===== src/hsv_pkg.sv =====
package hsv_pkg;

  localparam int CW = 16;
  localparam int DW = CW + 3;
  localparam int NST = CW + 1;
  localparam int QDEPTH = 4;
  localparam int QAW = 2;
  localparam logic [CW-1:0] CMAX = '1;

  localparam logic [1:0] K_NORM  = 2'd0;
  localparam logic [1:0] K_BLACK = 2'd1;
  localparam logic [1:0] K_GREY  = 2'd2;
  localparam logic [1:0] K_FLAT  = 2'd3;

  localparam logic DIR_HSB2RGB = 1'b0;

  typedef struct packed {
    logic [CW-1:0] in_first;
    logic [CW-1:0] in_second;
    logic [CW-1:0] in_third;
  } hsv_in_t;

  typedef struct packed {
    logic [CW-1:0] out_first;
    logic [CW-1:0] out_second;
    logic [CW-1:0] out_third;
  } hsv_out_t;

  typedef struct packed {
    logic          dir;
    logic [1:0]    kind;
    logic [2:0]    sector;
    logic [CW-1:0] v;
    logic [CW-1:0] s;
    logic [CW-1:0] q;
    logic [CW-1:0] delta;
    logic [DW-1:0] n;
    logic [DW-1:0] d6;
  } hsv_item_t;

  typedef struct packed {
    logic            dir;
    logic [1:0]      kind;
    logic [2:0]      sector;
    logic [CW-1:0]   v;
    logic [2*CW-1:0] p0;
    logic [2*CW-1:0] p1;
    logic [2*CW-1:0] p2;
    logic [CW-1:0]   f1;
    logic [CW-1:0]   f2;
    logic [CW-1:0]   f3;
    logic [DW-1:0]   rs;
    logic [DW-1:0]   ds;
    logic [CW-1:0]   ls;
    logic [CW-1:0]   qs;
    logic [DW-1:0]   rh;
    logic [DW-1:0]   dh;
    logic [CW-1:0]   qh;
  } hsv_work_t;

  // product divided by the full-scale value
  function automatic logic [CW-1:0] cdiv(input logic [2*CW-1:0] p);
    logic [CW-1:0] hi;
    logic [CW:0]   r;
    hi = p[2*CW-1:CW];
    r = {1'b0, p[CW-1:0]} + {1'b0, hi};
    cdiv = hi + CW'(r >= {1'b0, CMAX});
  endfunction

  // one restoring division step: {remainder, quotient bit}
  function automatic logic [DW:0] div_step(input logic [DW-1:0] rem, input logic bin,
                                           input logic [DW-1:0] d);
    logic [DW:0] r2;
    logic [DW:0] dif;
    r2 = {rem, bin};
    dif = r2 - {1'b0, d};
    if (r2 >= {1'b0, d}) begin
      div_step = {dif[DW-1:0], 1'b1};
    end else begin
      div_step = {r2[DW-1:0], 1'b0};
    end
  endfunction

endpackage


===== src/hsv_front.sv =====
module hsv_front (
  input  logic              dir,
  input  hsv_pkg::hsv_in_t  data,
  output hsv_pkg::hsv_item_t item
);

  logic [hsv_pkg::CW-1:0] r, g, b, mx, mn, dl;
  logic [hsv_pkg::DW-1:0] h6;
  logic signed [hsv_pkg::DW+1:0] n0, n1;

  always_comb begin
    r = data.in_first;
    g = data.in_second;
    b = data.in_third;
    mx = r;
    if (g > mx) mx = g;
    if (b > mx) mx = b;
    mn = r;
    if (g < mn) mn = g;
    if (b < mn) mn = b;
    dl = mx - mn;
    h6 = hsv_pkg::DW'(r) * hsv_pkg::DW'(6);
    if (r == mx) begin
      n0 = $signed({4'b0, g}) - $signed({4'b0, b});
    end else if (g == mx) begin
      n0 = $signed({3'b0, dl, 1'b0}) + $signed({4'b0, b}) - $signed({4'b0, r});
    end else begin
      n0 = $signed({2'b0, dl, 2'b0}) + $signed({4'b0, r}) - $signed({4'b0, g});
    end
    n1 = n0 + $signed({2'b0, dl, 2'b0}) + $signed({3'b0, dl, 1'b0});
    item.dir = dir;
    item.delta = dl;
    item.d6 = {1'b0, dl, 2'b0} + {2'b0, dl, 1'b0};
    item.n = (n0 < 0) ? n1[hsv_pkg::DW-1:0] : n0[hsv_pkg::DW-1:0];
    if (dir == hsv_pkg::DIR_HSB2RGB) begin
      item.v = b;
      item.s = g;
      item.q = h6[hsv_pkg::CW-1:0];
      item.sector = h6[hsv_pkg::DW-1:hsv_pkg::CW];
      if (b == '0) item.kind = hsv_pkg::K_BLACK;
      else if (g == '0) item.kind = hsv_pkg::K_GREY;
      else item.kind = hsv_pkg::K_NORM;
    end else begin
      item.v = mx;
      item.s = '0;
      item.q = '0;
      item.sector = '0;
      item.kind = (dl == '0) ? hsv_pkg::K_FLAT : hsv_pkg::K_NORM;
    end
  end

endmodule


===== config.mk =====
export PLATFORM = sky130hd
export DESIGN_NAME = hsv_front
export DESIGN_NICKNAME = d
export VERILOG_FILES = /design/src/hsv_pkg.sv /design/src/hsv_front.sv
export SDC_FILE = /design/constraint.sdc
export NUM_CORES = 1
export LEC_CHECK = 0
export BUFFER_PORTS_ARGS = -buffer_cell sky130_fd_sc_hd__buf_2
export CORE_ASPECT_RATIO = 1.75
export CORE_MARGIN = 2
export CORE_UTILIZATION = 60
export DETAILED_ROUTE_END_ITERATION = 7
export MAX_ROUTING_LAYER = met4
export PLACE_DENSITY = 0.84
export SYNTH_ARGS = -nofsm -noshare
export SYNTH_HDL_FRONTEND = slang
export SYNTH_SLANG_ARGS = --single-unit

===== constraint.sdc =====
create_clock -name vclk -period 49.8
set_input_delay 9.96 -clock vclk [all_inputs]
set_output_delay 9.96 -clock vclk [all_outputs]
set_load 0.1 [all_outputs]

# ---- After elaboration in Yosys (flattened, before gate mapping)
# Cells that the tools add are included.
# Widths: inputs -> output; s select.
dict set report op_classes {
  magnitude_cmp 5
  mul 1
  eq_ne 2
  mux 11
  n_addsub 9
  n_reduce_logical 3
}
# cell n
set ops {}
lappend ops {{$mux 16} 4}
lappend ops {{$mux 53} 1}
lappend ops {{$logic_not 16->1} 3}
lappend ops {{$mux 21} 2}
lappend ops {{$eq 16x16->1} 2}
lappend ops {{$gt 16x16->1} 2}
lappend ops {{$lt 16x16->1} 2}
lappend ops {{$lt 21x1->1 const B} 1}
lappend ops {{$sub 19x16->20} 1}
lappend ops {{$add 18x16->19} 1}
lappend ops {{$add 18x17->19} 1}
lappend ops {{$add 19x18->19} 1}
lappend ops {{$add 19x19->19} 1}
lappend ops {{$mux 19} 1}
lappend ops {{$sub 18x16->19} 1}
lappend ops {{$add 17x16->18} 1}
lappend ops {{$mul 16x2->18 const B} 1}
lappend ops {{$sub 16x16->17} 1}
lappend ops {{$sub 16x16->16} 1}
lappend ops {{$mux 2} 3}
dict set report totals {
  elab_cells 31
  out_inout_bits 108
  reg_bits 0
  in_bits 49
}

# ---- Depth between registers and ports, before layout
dict set report depth {
  depth_word 12
  ltp_mapped 56
  depth_no_buf 51
}

# ---- Worst setup path after synthesis
# OpenSTA, ideal clock, no wires.
dict set report synth_path {
  path_type {in2out}
  start {input data[24] in the netlist's numbering}
  end {output item[37] in the netlist's numbering}
  path_buffers 5
  required_ns 39.840
  setup_slack_ns 16.112
  arrival_time_ns 23.728
  stages 51
  path_cell_list {inv_1 -> ha_1 -> and4_1 -> and3_1 -> a21boi_1 -> nand3_1 -> clkbuf_1 -> nand2_1 -> clkbuf_1 -> buf_1 -> nor2_1 -> a21oi_1 -> ha_1 -> o21ai_0 -> o21a_1 -> o41ai_1 -> nor4_1 -> nand3_2 -> (+15 left out) -> nor2b_1 -> o21a_1 -> o41ai_1 -> o21ai_0 -> a31oi_1 -> xor2_1 -> o211a_1 -> or2_2 -> fa_1 -> inv_1 -> ha_1 -> nand3_1 -> o2111ai_1 -> a21oi_1 -> xor2_1 -> nand4bb_1 -> mux2_2 -> a31oi_1}
}
# element line
set synth_lines {}
lappend synth_lines {{start: declaration} hsv_front.sv:3} ;# input hsv_pkg::hsv_in_t data,
lappend synth_lines {{end: declaration} hsv_front.sv:4} ;# output hsv_pkg::hsv_item_t item

==> run summary <==
outcome: complete, no violations
hold depth: 3
max cap viols: 0
post-route ant nets: 0
slowest CP cell: o41ai_1
worst slew pin tran: 1110 ps
WP data arrival: 23300 ps
Post-Layout Cell Count: 1648
Core ar.: 16300 um^2
vias in the first global route: 10300
Syn Area/Cell: 7.41 um^2
hpwl dp: 28400 um
fillers: 1508
worst-path maximum fanout: 34
most area-consuming cells after synthesis: ha_1, fa_1, xnor2_1, inv_1, a21oi_1
setup bufs post-CTS: 0
Die Y: 174 um
WL/cell: 20.4 um
Final Hold Fails: 0
die area: 17600 um^2
largest net degree at the start of global routing: 73
Resized Gates After CTS: 0
Post-Syn Instances: 1335
GRT overflow: 0
Crit. End Element: output port
GRT Util Overall: 0.390
Initial Util: 0.607
layout cell share with drive strength beyond 1: 0.140
commonest non-fill, non-tap cells in the layout: ha_1, inv_1, buf_2
Hold EP: item[106]
Yosys cell types: 87
port buffer count: 155
Yosys top cell by area: ha_1
setup violators final: 0
Worst path max stage delay: 910 ps
Row Count: 62
Starting DRT DRC Count: 596
required time of the worst setup path: 39840 ps
routed vias/inst: 6.28
Pre-antenna DRT Iters: 5
worst hold path type: input port to output port
sequential element share of the synthesized area: 0
Startpoint Class: input port
Post-Route Utilization: 0.658
Mapped Area: 9890 um^2
initial antenna violation count: 1
Placer Congestion: 0.997
Slew HR: 0.253
area taken by flip-flops and latches: 0 um^2
Tmin final: 33260 ps
Period Utilization, post-route: 0.668
hold path start: data[19]
CTS Hold Bufs: 0
Crit Path Category: input port to output port
first-pass GRT wire length: 53300 um
Area Overhead vs Synth: 8.48%
Synth top area share: 0.232
Ports: 157
Post-Place Cell Area: 10700 um^2
Final Max Slew Viols: 0
count of flip-flops and latches: 0
final net count: 1736
Setup TNS: 0 ps
Max Freq: 0.0301 GHz
Die Width: 101 um
RSZ-0062 raised after global routing: false
YS warnings: 0
final WL: 33600 um
Inst Count DP: 1647
Design Area, Final: 10700 um^2
commonest non-fill, non-tap cell in the layout: ha_1
via count: 10400
Layout clock buffers: 0
DRC: 0
area by class of cell:
cell class	count	area (um^2)	area share
Inverter	167	637	0.0594
Multi-Input combinational cell	1128	9030	0.842
Tap cell	192	240	0.0224
Timing Repair Buffer	160	813	0.0758
Antenna cell	1	2.50	0.000233
worst max path at each step:
stage / from / end / slack [ps]
after detailed placement: data[30] / item[37] / 16780
final: data[30] / item[37] / 16540
after CTS: data[30] / item[37] / 16730
after global placement: data[31] / item[37] / 17090
after floorplan: data[24] / item[37] / 16110
after global routing: data[30] / item[37] / 15500
cell usage after synthesis, drive strengths merged (5+ instances only):
| master | instances |
|---|---|
| a211oi | 10 |
| nor4 | 13 |
| nand2b | 10 |
| xor2 | 29 |
| mux2i | 45 |
| o221ai | 6 |
| or2 | 5 |
| buf | 20 |
| a21oi | 114 |
| clkbuf | 21 |
| o21ai | 89 |
| a31o | 6 |
| o211ai | 7 |
| a221oi | 8 |
| nand4 | 17 |
| fa | 47 |
| nor2b | 15 |
| a211o | 6 |
| inv | 164 |
| mux2 | 15 |
| xnor2 | 90 |
| ha | 183 |
| o21a | 10 |
| nor3 | 23 |
| o21bai | 23 |
| a21boi | 8 |
| nand2 | 85 |
| a22oi | 6 |
| nand3 | 20 |
| o22ai | 5 |
| a21o | 38 |
| nor2 | 116 |
| and3 | 12 |
| or3 | 5 |
| a31oi | 10 |
stage by stage:
step | hold WS (ps) | setup slack (ps)
6_report | 20550 | 16540
5_1_grt | 20550 | 15500
4_1_cts | 20550 | 16730
3_5_place_dp | 20550 | 16780
3_3_place_gp | 20550 | 17090
2_1_floorplan | 20130 | 16110
cell families (layout without fill, tap and decap cells):
| group | after synthesis | count (layout) | synth area share |
|---|---|---|---|
| AOI/OAI and AO/OA | 379 | 379 | 0.249 |
| and+or+nand+nor | 337 | 337 | 0.163 |
| adders and majority gates | 231 | 231 | 0.328 |
| buffers and inverters | 208 | 327 | 0.0868 |
| xor gates and xnor gates | 119 | 119 | 0.109 |
| muxes | 60 | 60 | 0.0642 |
| other | 1 | 3 | 0.000379 |
worst max-delay path, delay by kind of cell:
family / cells / cell delay, ps
AO/OA/AOI/OAI: 19 / 4760
XOR/XNOR: 3 / 960
adder cells (fa/ha/maj): 7 / 2860
buffers and inverters: 7 / 1540
multiplexers: 2 / 790
AND/OR/NAND/NOR: 11 / 2390
routing by layer:
| layer | wire length (um) | global-route usage |
|---|---|---|
| met3 | 1910 | 0.0173 |
| met1 | 12900 | 0.461 |
| met4 | 2380 | 0.208 |
| met2 | 16400 | 0.658 |
| met5 | 0 | - |
Power is not shown: default switching activity piles up to over one toggle a cycle in this logic, so the estimate is an artifact.
