## src/hsv_pkg.sv

```systemverilog
package hsv_pkg;

  localparam int CW = 16;
  localparam int DW = CW + 3;
  localparam int NST = CW + 1;
  localparam int QDEPTH = 4;
  localparam int QAW = 2;
  localparam logic [CW-1:0] CMAX = '1;

  localparam logic [1:0] K_NORM  = 2'd0;
  localparam logic [1:0] K_BLACK = 2'd1;
  localparam logic [1:0] K_GREY  = 2'd2;
  localparam logic [1:0] K_FLAT  = 2'd3;

  localparam logic DIR_HSB2RGB = 1'b0;

  typedef struct packed {
    logic [CW-1:0] in_first;
    logic [CW-1:0] in_second;
    logic [CW-1:0] in_third;
  } hsv_in_t;

  typedef struct packed {
    logic [CW-1:0] out_first;
    logic [CW-1:0] out_second;
    logic [CW-1:0] out_third;
  } hsv_out_t;

  typedef struct packed {
    logic          dir;
    logic [1:0]    kind;
    logic [2:0]    sector;
    logic [CW-1:0] v;
    logic [CW-1:0] s;
    logic [CW-1:0] q;
    logic [CW-1:0] delta;
    logic [DW-1:0] n;
    logic [DW-1:0] d6;
  } hsv_item_t;

  typedef struct packed {
    logic            dir;
    logic [1:0]      kind;
    logic [2:0]      sector;
    logic [CW-1:0]   v;
    logic [2*CW-1:0] p0;
    logic [2*CW-1:0] p1;
    logic [2*CW-1:0] p2;
    logic [CW-1:0]   f1;
    logic [CW-1:0]   f2;
    logic [CW-1:0]   f3;
    logic [DW-1:0]   rs;
    logic [DW-1:0]   ds;
    logic [CW-1:0]   ls;
    logic [CW-1:0]   qs;
    logic [DW-1:0]   rh;
    logic [DW-1:0]   dh;
    logic [CW-1:0]   qh;
  } hsv_work_t;

  // product divided by the full-scale value
  function automatic logic [CW-1:0] cdiv(input logic [2*CW-1:0] p);
    logic [CW-1:0] hi;
    logic [CW:0]   r;
    hi = p[2*CW-1:CW];
    r = {1'b0, p[CW-1:0]} + {1'b0, hi};
    cdiv = hi + CW'(r >= {1'b0, CMAX});
  endfunction

  // one restoring division step: {remainder, quotient bit}
  function automatic logic [DW:0] div_step(input logic [DW-1:0] rem, input logic bin,
                                           input logic [DW-1:0] d);
    logic [DW:0] r2;
    logic [DW:0] dif;
    r2 = {rem, bin};
    dif = r2 - {1'b0, d};
    if (r2 >= {1'b0, d}) begin
      div_step = {dif[DW-1:0], 1'b1};
    end else begin
      div_step = {r2[DW-1:0], 1'b0};
    end
  endfunction

endpackage

```

## src/hsv_queue.sv

```systemverilog
module hsv_queue (
  input  logic               clk,
  input  logic               rst,
  input  logic               wr,
  input  hsv_pkg::hsv_item_t wdata,
  output logic               full,
  input  logic               rd,
  output hsv_pkg::hsv_item_t rdata,
  output logic               nonempty
);

  hsv_pkg::hsv_item_t mem [hsv_pkg::QDEPTH];
  logic [hsv_pkg::QAW-1:0] wp, rp;
  logic [hsv_pkg::QAW:0] count;

  assign full = (count == (hsv_pkg::QAW+1)'(hsv_pkg::QDEPTH));
  assign nonempty = (count != '0);
  assign rdata = mem[rp];

  always_ff @(posedge clk) begin
    if (rst) begin
      wp <= '0;
      rp <= '0;
      count <= '0;
    end else begin
      if (wr) wp <= wp + 1'b1;
      if (rd) rp <= rp + 1'b1;
      count <= count + (hsv_pkg::QAW+1)'(wr) - (hsv_pkg::QAW+1)'(rd);
    end
  end

  always_ff @(posedge clk) begin
    if (wr) mem[wp] <= wdata;
  end

  a_count_bound: assert property (@(posedge clk) disable iff (rst)
    count <= (hsv_pkg::QAW+1)'(hsv_pkg::QDEPTH))
    else $error("queue count overflow");
  a_rd_nonempty: assert property (@(posedge clk) disable iff (rst) rd |-> nonempty)
    else $error("queue read while empty");
  a_wr_grows: assert property (@(posedge clk) disable iff (rst)
    (wr && !rd) |=> count == $past(count) + 1'b1)
    else $error("queue count did not grow");

endmodule

```

## config.mk

```make
export PLATFORM = sky130hd
export DESIGN_NAME = hsv_queue
export DESIGN_NICKNAME = d
export VERILOG_FILES = /design/src/hsv_pkg.sv /design/src/hsv_queue.sv
export SDC_FILE = /design/constraint.sdc
export NUM_CORES = 1
export LEC_CHECK = 0
export BUFFER_PORTS_ARGS = -buffer_cell sky130_fd_sc_hd__buf_2
export CELL_PAD_IN_SITES_DETAIL_PLACEMENT = 0
export CELL_PAD_IN_SITES_GLOBAL_PLACEMENT = 1
export CORE_UTILIZATION = 45
export DETAILED_ROUTE_END_ITERATION = 6
export GPL_ROUTABILITY_DRIVEN = 1
export PLACE_DENSITY_LB_ADDON = 0.1
export SYNTH_ARGS = -nofsm -noshare
export SYNTH_HDL_FRONTEND = slang
export SYNTH_SLANG_ARGS = --single-unit
```

## constraint.sdc

```tcl
create_clock -name clk -period 4.85 [get_ports clk]
set_input_delay 0.7275 -clock clk [delete_from_list [all_inputs] [get_ports clk]]
set_output_delay 0.7275 -clock clk [all_outputs]
set_load 0.05 [all_outputs]
```

======== After elaboration in Yosys (flattened, before gate mapping) ========
Memory sizes are Yosys's and may differ from the RTL's. A register that Yosys moved wholly into a read port is not among the register bits.
Index checks and enable logic that the tools add are counted.
word-level totals
  bits in registers ....................... 7
  RAM bits ................................ 432
  input bits .............................. 112
  output and inout port bits .............. 110
  logic and storage cells ................. 14
  memories kept ........................... 1
memory list
  memory  depth  width  read ports  clocked after memory_dff  wr ports  RTL line         RTL
  mem     4      108    1           1                         1         hsv_queue.sv:12  hsv_pkg::hsv_item_t mem [hsv_pkg::QDEPTH];
operators by class
  add/subtract/negate cells ............... 4
  equal/unequal tests ..................... 1
  muxes and demuxes ....................... 4
  reduce and logical (&&, ||, !) cells .... 1
operators with widths
  operator               number
  $add A2 B1 Y2 const B  2
  $mux W2                2
  $add A3 B1 Y3          1
  $eq A3 B3 Y1 const B   1
  $reduce_bool A3 Y1     1
  $sub A3 B1 Y3          1
  $mux W1                2

======== Depth between registers and ports, before layout ========
Gate-level depths: netlist of the first run.
  depth after elaboration ................. 3
  depth in mapped cells ................... 7
  depth with buffers taken out ............ 7

======== Worst setup path after synthesis of the first run ========
OpenSTA, ideal clock, no wires.
  path type ............................... input port to flip-flop
  from .................................... input wr
  to ...................................... memory mem[0][0] (netlist name) (enable)
  setup time .............................. 479 ps
  arrival time ............................ 3215 ps
  slack ................................... 1156 ps
  stages .................................. 1
  cell sequence ........................... and2_1
between the ends
  word-level cells in the longest chain between the ends .. 2
RTL lines
  element                        RTL line         RTL
  from (decl)                    hsv_queue.sv:4   input logic wr,
  $mux W1                        hsv_queue.sv:33  if (wr) mem[wp] <= wdata;
  $mux W1 (not written as such)  hsv_queue.sv:33
  to (decl)                      hsv_queue.sv:12
No other way between the ends.

==> summary.log, run 1 <==
qor: timing.post-route-worst-setup-slack 1620 ps
qor: cells_and_area.final_layout_size_suffix_gt1_share 46.0%
qor: place.pre_cts_ws 2080 ps
qor: worst_setup_path.cp_max_fo 28
qor: die.die_area 36300 um^2
qor: timing.final.min_clock_period 3230 ps
qor: drt.num_vias 7138
qor: logic_synthesis.netlist.top_cell.by_area sky130_fd_sc_hd__edfxtp_1
qor: timing.hold_violations 0
qor: die.die_width 190 um
qor: clock_tree.ctsHtreeMaxLevel 2
qor: logic_synthesis.ys_async_sr_fraction 0%
qor: power.power.switching 2.25 mW
qor: worst_setup_path.critical_path.cell_chain buf_4 -> mux4_2 -> buf_2
qor: place.dpl.hpwl 18.2 mm
qor: worst_setup_path.cp-end-kind output pin
qor: logic_synthesis.post_synth_num_cell_types 21
qor: clock_tree.post_cts.resized_instances 0
qor: drt.viasPerCell 5.26
qor: die.initial_utilization 46.0%
qor: min_path.hp-class input pin to flop
qor: logic_synthesis.muxShareOfSynthArea 15.3%
qor: drt.drcViolationCount 0
qor: clock_tree.cts_tree done
qor: timing.worst_hold_slack 401 ps
qor: logic_synthesis.synth_top_family_by_area multiplexers
qor: power.power.sequential.fraction 49.1%
qor: die.design.core.area 34700 um^2
qor: timing.slew_headroom 22.2%
qor: global_route.initial_antenna_violation_count 7
qor: die.die_height 190 um
qor: cells_and_area.design.final.nets 979
qor: power.vdd.ir_drop.worst 0.323 mV
qor: drt.routedWlPerCell 22.5 um
qor: logic_synthesis.synth_compound_gate_area_share 0.0939%
qor: logic_synthesis.syn_avg_cell_area 26.4 um^2
qor: timing.slew_violations 0
qor: logic_synthesis.yosys_register_bits 441
qor: logic_synthesis.syn-cell-area 16000 um^2
qor: clock_tree.clkSlewWorstSetupHoldPaths 60 ps
qor: place.numPortBuffers 221
qor: status.run_status completed
qor: worst_setup_path.worst-endpoint-arrival 2500 ps
qor: drt.ant_nets 0
qor: global_route.pin_count_of_the_biggest_net_entering_global_routing 71
qor: timing.setup_viol 0
qor: place.dp_cells 1267
qor: logic_synthesis.synth_warnings 0
qor: logic_synthesis.synthCells 606
qor: global_route.grt_use_total 17.4%
qor: power.cellInternalPower 6.79 mW
qor: logic_synthesis.ys_dominant_reg_cell sky130_fd_sc_hd__edfxtp_1
qor: clock_tree.numCtsBuffers 46
qor: power.static-leakage-power 6.45 nW
qor: die.num_rows 68
qor: cells_and_area.count_of_placed_standard_cells_in_the_final_layout_fillers_left_out 1356
qor: die.io_pins 222
qor: power.total_power 9.05 mW
qor: logic_synthesis.adder_and_majority_gate_portion_of_the_synthesized_area 0.595%
qor: logic_synthesis.synth-edff-count 432
qor: logic_synthesis.synth_xor_area_share 0.258%
qor: drt.drtIter0Drc 412
qor: cells_and_area.area_delta_synth_final 19.8%
qor: clock_tree.clk_path_buf_depth 3
qor: logic_synthesis.yosys-top-cells-count sky130_fd_sc_hd__edfxtp_1 (432), sky130_fd_sc_hd__mux4_2 (108), sky130_fd_sc_hd__buf_2 (12), sky130_fd_sc_hd__dfxtp_1 (9), sky130_fd_sc_hd__clkbuf_1 (8)
qor: logic_synthesis.synth_area_leaders sky130_fd_sc_hd__edfxtp_1 (81%), sky130_fd_sc_hd__mux4_2 (15%), sky130_fd_sc_hd__dfxtp_1 (1.1%), sky130_fd_sc_hd__ha_1 (0.47%), sky130_fd_sc_hd__buf_2 (0.38%)
qor: logic_synthesis.mappedNetlistNets 725
qor: drt.detailedRoute.firstPassIterationCount 4
qor: drt.drt-total-wl 30.5 mm
qor: min_path.whs_path_depth 1
qor: power.share_clk_of_total_power 37.6%
qor: timing.grt_setup_unrepaired no
qor: global_route.gr_overflow_total 0
qor: clock_tree.cts_post_setup_buffers_inserted 0
qor: worst_setup_path.r2r_cells 4
qor: worst_setup_path.crit_path_max_incr_delay 600 ps
qor: place.finalWeightedCongestion 0.718
qor: logic_synthesis.post_synth_and_or_nand_nor_area_fraction 0.477%
qor: worst_setup_path.worstSetupPathType flop to output pin
qor: timing.fin_crit_sh 66.5%
qor: timing.max_slew.worst_pin.slew 1170 ps
qor: clock_tree.number_of_sinks_driven_by_the_clock_tree 441
qor: flow_run.count_of_max_cap_constraint_violations 0
qor: power.p_comb_share 13.3%
qor: logic_synthesis.synth_top_area_share 81.2%
qor: clock_tree.hold_buffers 0
qor: logic_synthesis.synth_most_common_cell sky130_fd_sc_hd__edfxtp_1
qor: global_route.first_pass_grt_wire_length 46.8 mm
qor: logic_synthesis.yosysSeqAreaShare 82.3%
qor: worst_setup_path.worstSetupStartpointType flop
qor: timing.timing.setup.tns 0 ps
qor: clock_tree.clock-root-buffer sky130_fd_sc_hd__clkbuf_16
qor: clock_tree.clock_latency 540 ps
qor: power.power_per_cell_area 472 nW/um^2
qor: worst_setup_path.cp_data_required_time 4120 ps
qor: timing.fmax 310 MHz
qor: global_route.grt_pass1_vias 7977
qor: timing.finClkSkew 9.73 ps
qor: worst_setup_path.slowest_stage sky130_fd_sc_hd__mux4_2
qor: power.sw_frac_of_total 24.9%
-- final cells by class --
class / instances / area [um^2]
clock inverter: 29 / 236
multi-input combinational: 135 / 2680
fill: 2685 / 15600
timing repair buffer: 230 / 1220
clock buffer: 57 / 1260
tap: 455 / 569
sequential: 441 / 13200
inverter: 6 / 22.5
antenna: 3 / 7.51
-- worst max-delay path, delay by kind of cell, from the launching register on --
kind / cells / cell delay, ps
buf+inv: 2 / 790
flops: 1 / 560
mux: 1 / 600
-- cell usage in the layout (no fill, tap or decap), types with 2 or more instances in the layout --
cell and n:
sky130_fd_sc_hd__buf_2 221, sky130_fd_sc_hd__buf_4 5, sky130_fd_sc_hd__mux4_2 108, sky130_fd_sc_hd__clkinv_1 10, sky130_fd_sc_hd__inv_1 6, sky130_fd_sc_hd__nor2b_1 2, sky130_fd_sc_hd__xnor2_1 2, sky130_fd_sc_hd__clkbuf_1 8
sky130_fd_sc_hd__edfxtp_1 432, sky130_fd_sc_hd__bufinv_16 4, sky130_fd_sc_hd__dfxtp_4 2, sky130_fd_sc_hd__dfxtp_1 7, sky130_fd_sc_hd__nor2_1 5, sky130_fd_sc_hd__clkbuf_16 49, sky130_fd_sc_hd__clkinv_2 14, sky130_fd_sc_hd__ha_1 6
sky130_fd_sc_hd__buf_12 4, sky130_fd_sc_hd__diode_2 3, sky130_fd_sc_hd__and2_4 4
-- final timing paths --
| check | start | to | slack, ps |
|---|---|---|---|
| setup / recovery | flop | rdata[3] | 1620 |
| hold / removal | wdata[64] | mem[0][64] | 400 |
| setup reg to reg | wp[0] | mem[2][48] | 2590 |
| hold reg to reg | rp[1] | flop | 550 |
-- power groups by stage --
stage / Clock (mW) / Sequential (mW) / Combinational [mW]
CTS: 3.51 / 4.45 / 1.22
finish: 3.40 / 4.44 / 1.20
global placement: 0 / 4.51 / 1.21
detailed placement: 0 / 4.53 / 1.22
global route: 3.65 / 4.46 / 1.27
floorplan: 0 / 4.51 / 0.911
-- stage by stage --
stage / area (um^2) / util, %
floorplan: 16000 / -
global placement: 17700 / 50.9
detailed placement: 17700 / 50.9
CTS: 19100 / 55.2
global route: 19100 / 55.2
finish: 19200 / 55.2
-- state kept, by name, summed over array words and instances (netlist names), named ones only --
name,count
rp,2
wp,2
count,3
mem,432
-- cells by family (layout without fill, tap and decap cells) --
| family | Yosys count | count (layout) |
|---|---|---|
| flip-flops | 441 | 441 |
| XOR/XNOR | 3 | 3 |
| buffers and inverters | 30 | 322 |
| AO/OA/AOI/OAI | 2 | 2 |
| multiplexers | 109 | 109 |
| adder cells (fa/ha/maj) | 7 | 7 |
| AND/OR/NAND/NOR | 14 | 14 |
| other | 0 | 3 |
-- metal layers --
metal	up-vias	GRT usage, %	wire length (um)
li1	3125	-	-
met1	3779	21.8	12000
met2	179	30.1	16100
met3	47	4.27	1810
met5	-	0	46
met4	8	4.55	550
No activity file was read; power rests on OpenSTA's default activity.
==> inputs of run 2 (changes only) <==
clock period = 2.95 ns   (was 4.85 ns; I/O delays follow)
==> summary.log, run 2 (synthesized netlist as in run 1, its figures left out) <==
qor: drt.routedWlPerCell 22.8 um [+1.3%]
qor: min_path.whs_path_depth 1 [unchanged]
qor: cells_and_area.layout.core_utilization 55.4% [+0.27 points]
qor: drt.detailedRoute.firstPassIterationCount 7 [+3]
qor: clock_tree.hold_buffers 0 [unchanged]
qor: cells_and_area.final.fill_count 2662 [-0.86%]
qor: status.run_status completed
qor: worst_setup_path.reg2reg_setup_slack 1050 ps [-1540 ps]
qor: timing.timing.setup.tns 0 ps [unchanged]
qor: power.static-leakage-power 6.46 nW [+0.12%]
qor: drt.viasPerCell 5.31 [+0.82%]
qor: die.initial_utilization 46.0% [unchanged]
qor: cells_and_area.area_delta_synth_final 20.4%
qor: die.die_height 190 um [unchanged]
qor: global_route.grt_use_total 17.5% [+0.093 points]
qor: clock_tree.clk_path_buf_depth 3 [unchanged]
qor: clock_tree.clock_latency 550 ps [about the same]
qor: global_route.gr_overflow_total 0 [unchanged]
qor: cells_and_area.most_frequent_cells_in_the_layout sky130_fd_sc_hd__edfxtp_1 (432), sky130_fd_sc_hd__buf_2 (221), sky130_fd_sc_hd__mux4_2 (108), sky130_fd_sc_hd__clkbuf_16 (47), sky130_fd_sc_hd__clkbuf_1 (14)
qor: die.die_area 36300 um^2 [unchanged]
qor: die.io_pins 222 [unchanged]
qor: clock_tree.clkSlewWorstSetupHoldPaths 60 ps [about the same]
qor: cells_and_area.regMostFlops mem
qor: power.power_per_cell_area 769 nW/um^2 [+63%]
qor: timing.grt_setup_unrepaired no
qor: cells_and_area.layout_commonest_cell sky130_fd_sc_hd__edfxtp_1
qor: cells_and_area.design.final.nets 983 [+0.41%]
qor: drt.drtIter0Drc 508 [+23%]
qor: clock_tree.clock-root-buffer sky130_fd_sc_hd__clkbuf_16
qor: flow_run.count_of_max_cap_constraint_violations 0 [unchanged]
qor: place.numPortBuffers 221 [unchanged]
qor: timing.final.min_clock_period 2710 ps
qor: global_route.use_met3 4.34% [+0.074 points]
qor: clock_tree.cts_post_setup_buffers_inserted 0 [unchanged]
qor: timing.finClkSkew 15.3 ps [+5.53 ps]
qor: drt.ant_nets 0 [unchanged]
qor: worst_setup_path.rr_startpoint wp[0]
qor: timing.slew_headroom 52.7% [+31 points]
qor: power.vdd.ir_drop.worst 0.575 mV [+78%]
qor: global_route.met2_global_route_usage 29.0% [-1.1 points]
qor: worst_setup_path.worstSetupStartpointType flop
qor: die.die_width 190 um [unchanged]
qor: worst_setup_path.worstReg2RegEnd mem[3][56]
qor: worst_setup_path.cp-end-kind output pin
qor: timing.fin_crit_sh 91.7%
qor: worst_setup_path.crit_path_max_incr_delay 570 ps [-30 ps]
qor: die.num_rows 68 [unchanged]
qor: clock_tree.post_cts.resized_instances 0 [unchanged]
qor: global_route.first_pass_grt_wire_length 46.7 mm [-0.26%]
qor: worst_setup_path.cp_data_required_time 2510 ps [-1610 ps]
qor: global_route.initial_antenna_violation_count 3 [-4]
qor: cells_and_area.final_layout_size_suffix_gt1_share 45.4% [-0.60 points]
qor: worst_setup_path.critical_path.cell_chain buf_12 -> mux4_2 -> buf_2
qor: clock_tree.number_of_sinks_driven_by_the_clock_tree 441 [unchanged]
qor: place.finalWeightedCongestion 0.721 [+0.36%]
qor: min_path.timing.hold.worst_endpoint mem[3][20]
qor: die.design.core.area 34700 um^2 [unchanged]
qor: worst_setup_path.worstSetupPathType flop to output pin
qor: worst_setup_path.worst-endpoint-arrival 2260 ps [-240 ps]
qor: cells_and_area.reg_top3 mem (432), count (3)
qor: global_route.grt_pass1_vias 7990 [+0.16%]
qor: timing.hold_violations 0 [unchanged]
qor: clock_tree.numCtsBuffers 45 [-2.2%]
qor: worst_setup_path.slowest_stage sky130_fd_sc_hd__mux4_2
qor: timing.fmax 370 MHz
qor: drt.drcViolationCount 0 [unchanged]
qor: clock_tree.ctsHtreeMaxLevel 2 [unchanged]
qor: global_route.pin_count_of_the_biggest_net_entering_global_routing 64 [-9.9%]
qor: timing.setup_viol 0 [unchanged]
qor: drt.num_vias 7202 [+0.90%]
qor: min_path.hold_path_startpoint wdata[20]
qor: global_route.grt_most_used_layer met2
qor: cells_and_area.largest_reg_flops 432 [unchanged]
qor: place.dpl.hpwl 18.7 mm [+3.2%]
qor: global_route.grt.met1_usage 23.2% [+1.3 points]
qor: drt.drt-total-wl 30.9 mm [+1.3%]
qor: worst_setup_path.cp_max_fo 34 [+21%]
qor: worst_setup_path.r2r_cells 3 [-1]
qor: timing.slew_violations 0 [unchanged]
qor: clock_tree.cts_tree done
qor: timing.max_slew.worst_pin.slew 709 ps [-458 ps]
qor: min_path.hp-class input pin to flop
## run 2: where the power goes
group	internal (mW)	switching [mW]	leakage, nW
Combinational	0.623	1.41	1.72
Clock	3.27	2.21	0.698
Sequential	7.20	0.0787	4.04
Total	11.1	3.70	6.46
## run 2: worst max-delay path: cells and delay by family, from the launching register on
kind | cells | cell delay, ps
multiplexers | 1 | 570
flip-flops | 1 | 550
buffers and inverters | 2 | 550
## run 2: how the worst max path moves through the flow
stage                 to  slack (ps)
5_1_grt        rdata[93]         100
3_5_place_dp   rdata[78]         760
4_1_cts        rdata[78]         170
6_report       rdata[93]         240
3_3_place_gp   rdata[78]         770
2_1_floorplan  mem[2][0]         640
## run 2: layer usage
layer	part of all wire (%)	routed length [um]
met5	0.10	31
met4	1.5	460
met1	42	12900
met3	6.7	2070
met2	50	15400
## run 2: final cells by class
type	count	area, um^2	area share (%)
clock inverters	23	211	1.10
clock buffers	61	1230	6.38
flip-flops and latches	441	13200	68.4
multi-input cells	135	2680	13.9
well taps	455	569	2.96
inverters	6	22.5	0.117
diodes	1	2.50	0.0130
repair buffers	235	1370	7.14
## run 2: stage by stage
step	std cells	setup WS [ps]	hold WS (ps)	instance area, um^2	power, mW
2_1_floorplan	606	635	492	16000	8.89
3_3_place_gp	1272	768	510	17800	9.43
3_5_place_dp	1272	761	522	17800	9.48
4_1_cts	1356	167	88.6	19200	15.0
5_1_grt	1356	103	87.2	19200	15.3
6_report	1357	244	108	19200	14.8
==> inputs of run 3 (changes only) <==
CORE_ASPECT_RATIO = 1.5   (was not set)
TNS_END_PERCENT = 30   (was not set)
==> summary.log, run 3 (synthesized netlist as in run 1, its figures left out) <==
qor: status.run_status completed
qor: drt.drt-total-wl 30.4 mm [-1.6%]
qor: drt.num_vias 7081 [-1.7%]
qor: timing.post-route-worst-setup-slack 205 ps [-39.0 ps]
qor: power.vdd.ir_drop.worst 0.620 mV [+7.9%]
qor: clock_tree.clock_latency 540 ps [about the same]
qor: worst_setup_path.reg2reg_setup_slack 1170 ps [+120 ps]
qor: timing.timing.setup.tns 0 ps [unchanged]
qor: clock_tree.clock-root-buffer sky130_fd_sc_hd__clkbuf_16
qor: place.pre_cts_ws 681 ps [-80.5 ps]
qor: timing.slew_headroom 61.0% [+8.3 points]
qor: worst_setup_path.worst-endpoint-arrival 2300 ps [+40 ps]
qor: timing.slew_violations 0 [unchanged]
qor: worst_setup_path.cp_max_fo 24 [-29%]
qor: drt.ant_nets 0 [unchanged]
qor: worst_setup_path.worstSetupStartpointType flop
qor: die.design.core.area 35000 um^2 [+0.82%]
qor: global_route.pin_count_of_the_biggest_net_entering_global_routing 60 [-6.3%]
qor: cells_and_area.area.sequential 13200 um^2 [unchanged]
qor: drt.top_layer met5
qor: clock_tree.post_cts.resized_instances 0 [unchanged]
qor: cells_and_area.largest_reg_flops 432 [unchanged]
qor: drt.met3_wirelength 1.83 mm [-12%]
qor: clock_tree.cts_tree done
qor: power.p_comb_share 14.1% [+0.3 points]
qor: flow_run.count_of_max_cap_constraint_violations 0 [unchanged]
qor: die.die_area 36300 um^2 [about the same]
qor: min_path.whs_path_depth 1 [unchanged]
qor: worst_setup_path.crit_buf_inv 2 [unchanged]
qor: timing.fmax 364 MHz [-1.4%]
qor: global_route.gr_overflow_total 0 [unchanged]
qor: cells_and_area.layout_commonest_cell sky130_fd_sc_hd__edfxtp_1
qor: power.power.switching 3.61 mW [-2.6%]
qor: power.share_clk_of_total_power 35.5% [-1.5 points]
qor: clock_tree.numCtsBuffers 41 [-8.9%]
qor: cells_and_area.most_frequent_cells_in_the_layout sky130_fd_sc_hd__edfxtp_1 (432), sky130_fd_sc_hd__buf_2 (221), sky130_fd_sc_hd__mux4_2 (108), sky130_fd_sc_hd__clkbuf_16 (43), sky130_fd_sc_hd__buf_12 (17)
qor: clock_tree.cts_post_setup_buffers_inserted 0 [unchanged]
qor: worst_setup_path.critical_path.cell_chain buf_12 -> mux4_2 -> buf_2
qor: global_route.grt_pass1_vias 7825 [-2.1%]
qor: cells_and_area.layout.core_utilization 55.0% [-0.49 points]
qor: place.numPortBuffers 221 [unchanged]
qor: power.static-leakage-power 6.43 nW [-0.39%]
qor: clock_tree.hold_buffers 0 [unchanged]
qor: clock_tree.number_of_sinks_driven_by_the_clock_tree 441 [unchanged]
qor: worst_setup_path.crit_path_max_incr_delay 720 ps [+150 ps]
qor: cells_and_area.final_layout_size_suffix_gt1_share 45.3% [-0.13 points]
qor: worst_setup_path.cp_top_family flip-flops
qor: timing.finClkSkew 18.4 ps [+3.18 ps]
qor: power.power_per_cell_area 752 nW/um^2 [-2.2%]
qor: cells_and_area.reg_top3 mem (432), count (3)
qor: global_route.first_pass_grt_wire_length 45.7 mm [-2.1%]
qor: drt.drcViolationCount 0 [unchanged]
qor: die.die_width 156 um [-18%]
qor: clock_tree.clkSlewWorstSetupHoldPaths 60 ps [about the same]
qor: die.die_height 233 um [+22%]
qor: clock_tree.clk_path_buf_depth 3 [unchanged]
qor: global_route.initial_antenna_violation_count 3 [unchanged]
qor: worst_setup_path.worstSetupPathType flop to output pin
qor: global_route.grt_use_total 17.3% [-0.20 points]
qor: power.power.sequential.fraction 50.4% [+1.2 points]
qor: drt.detailedRoute.firstPassIterationCount 6 [-1]
qor: timing.final.min_clock_period 2740 ps [+39.0 ps]
qor: place.finalWeightedCongestion 0.723 [+0.36%]
qor: die.initial_utilization 45.7% [-0.38 points]
qor: power.sw_frac_of_total 24.9% [-0.084 points]
qor: clock_tree.ctsHtreeMaxLevel 2 [unchanged]
qor: cells_and_area.area_delta_synth_final 20.3% [about the same]
qor: cells_and_area.design.final.nets 984 [+0.10%]
qor: worst_setup_path.critical_path_depth 3 [unchanged]
qor: place.dpl.hpwl 18.9 mm [+0.72%]
qor: timing.grt_setup_unrepaired no
qor: timing.setup_viol 0 [unchanged]
qor: die.io_pins 222 [unchanged]
qor: min_path.hp-class input pin to flop
qor: place.placement.cell_area 17900 um^2 [+0.62%]
qor: drt.met2_wirelength 16.7 mm [+8.5%]
qor: die.num_rows 84 [+24%]
qor: worst_setup_path.cp-end-kind output pin
qor: drt.routedWlPerCell 22.2 um [-2.7%]
qor: cells_and_area.final_area 19200 um^2 [about the same]
qor: cells_and_area.multi_input_comb_area 2680 um^2 [unchanged]
qor: drt.met1_length 11.0 mm [-15%]
qor: timing.fin_crit_sh 93.0% [+1.3 points]
qor: power.cellInternalPower 10.9 mW [-2.1%]
qor: cells_and_area.final.fill_count 2714 [+2.0%]
qor: drt.viasPerCell 5.16 [-2.8%]
qor: cells_and_area.regMostFlops mem
qor: worst_setup_path.r2r_cells 4 [+1]
qor: timing.max_slew.worst_pin.slew 585 ps [-124 ps]
qor: worst_setup_path.slowest_stage sky130_fd_sc_hd__dfxtp_4
qor: timing.hold_violations 0 [unchanged]
qor: worst_setup_path.cp_data_required_time 2510 ps [about the same]
qor: drt.drtIter0Drc 337 [-34%]
run 3: cell types whose count changed in the layout (fill, tap and decap cells not counted), sizes merged:
cell	before	now
buf	235	240
clkinv	17	15
clkbuf	61	54
diode	1	2
run 3: layer usage:
layer | vias to the layer above | track usage (%)
met5 | - | 0
li1 | 3132 | -
met2 | 200 | 31.7
met3 | 52 | 4.21
met1 | 3695 | 19.1
met4 | 2 | 6.56
run 3: area by class of cell:
class / count / area share [%]
flip-flops and latches: 441 / 68.4
multi-input cells: 135 / 13.9
repair buffers: 240 / 7.60
clock buffers: 54 / 5.81
well taps: 473 / 3.08
clock inverters: 21 / 1.01
inverters: 6 / 0.117
diodes: 2 / 0.0260
run 3: power by group through the flow:
stage | Sequential (mW) | Combinational (mW) | Clock (mW)
CTS | 7.30 | 2.09 | 5.30
finish | 7.29 | 2.04 | 5.13
global route | 7.31 | 2.16 | 5.51
detailed placement | 7.43 | 2.08 | 0
global placement | 7.41 | 2.06 | 0
floorplan | 7.40 | 1.50 | 0
run 3: final timing paths:
path | start | to
setup reg to reg | wp[0] | mem[2][40]
setup / recovery | flop | rdata[105]
hold / removal | wdata[6] | mem[0][6]
hold reg to reg | rp[0] | flop
run 3: through the flow:
stage / instances / hold WS [ps] / total power [mW]
2_1_floorplan: 606 / 492 / 8.89
3_3_place_gp: 1295 / 517 / 9.47
3_5_place_dp: 1295 / 542 / 9.51
4_1_cts: 1370 / 76.3 / 14.7
5_1_grt: 1372 / 95.2 / 15.0
6_report: 1372 / 116 / 14.5
run 3: worst reg2reg max path, stage by stage (launching register included):
cell                      delay, ps
sky130_fd_sc_hd__dfxtp_1        350
sky130_fd_sc_hd__inv_1           90
sky130_fd_sc_hd__ha_1           140
sky130_fd_sc_hd__and2_4         470
sky130_fd_sc_hd__buf_12         360
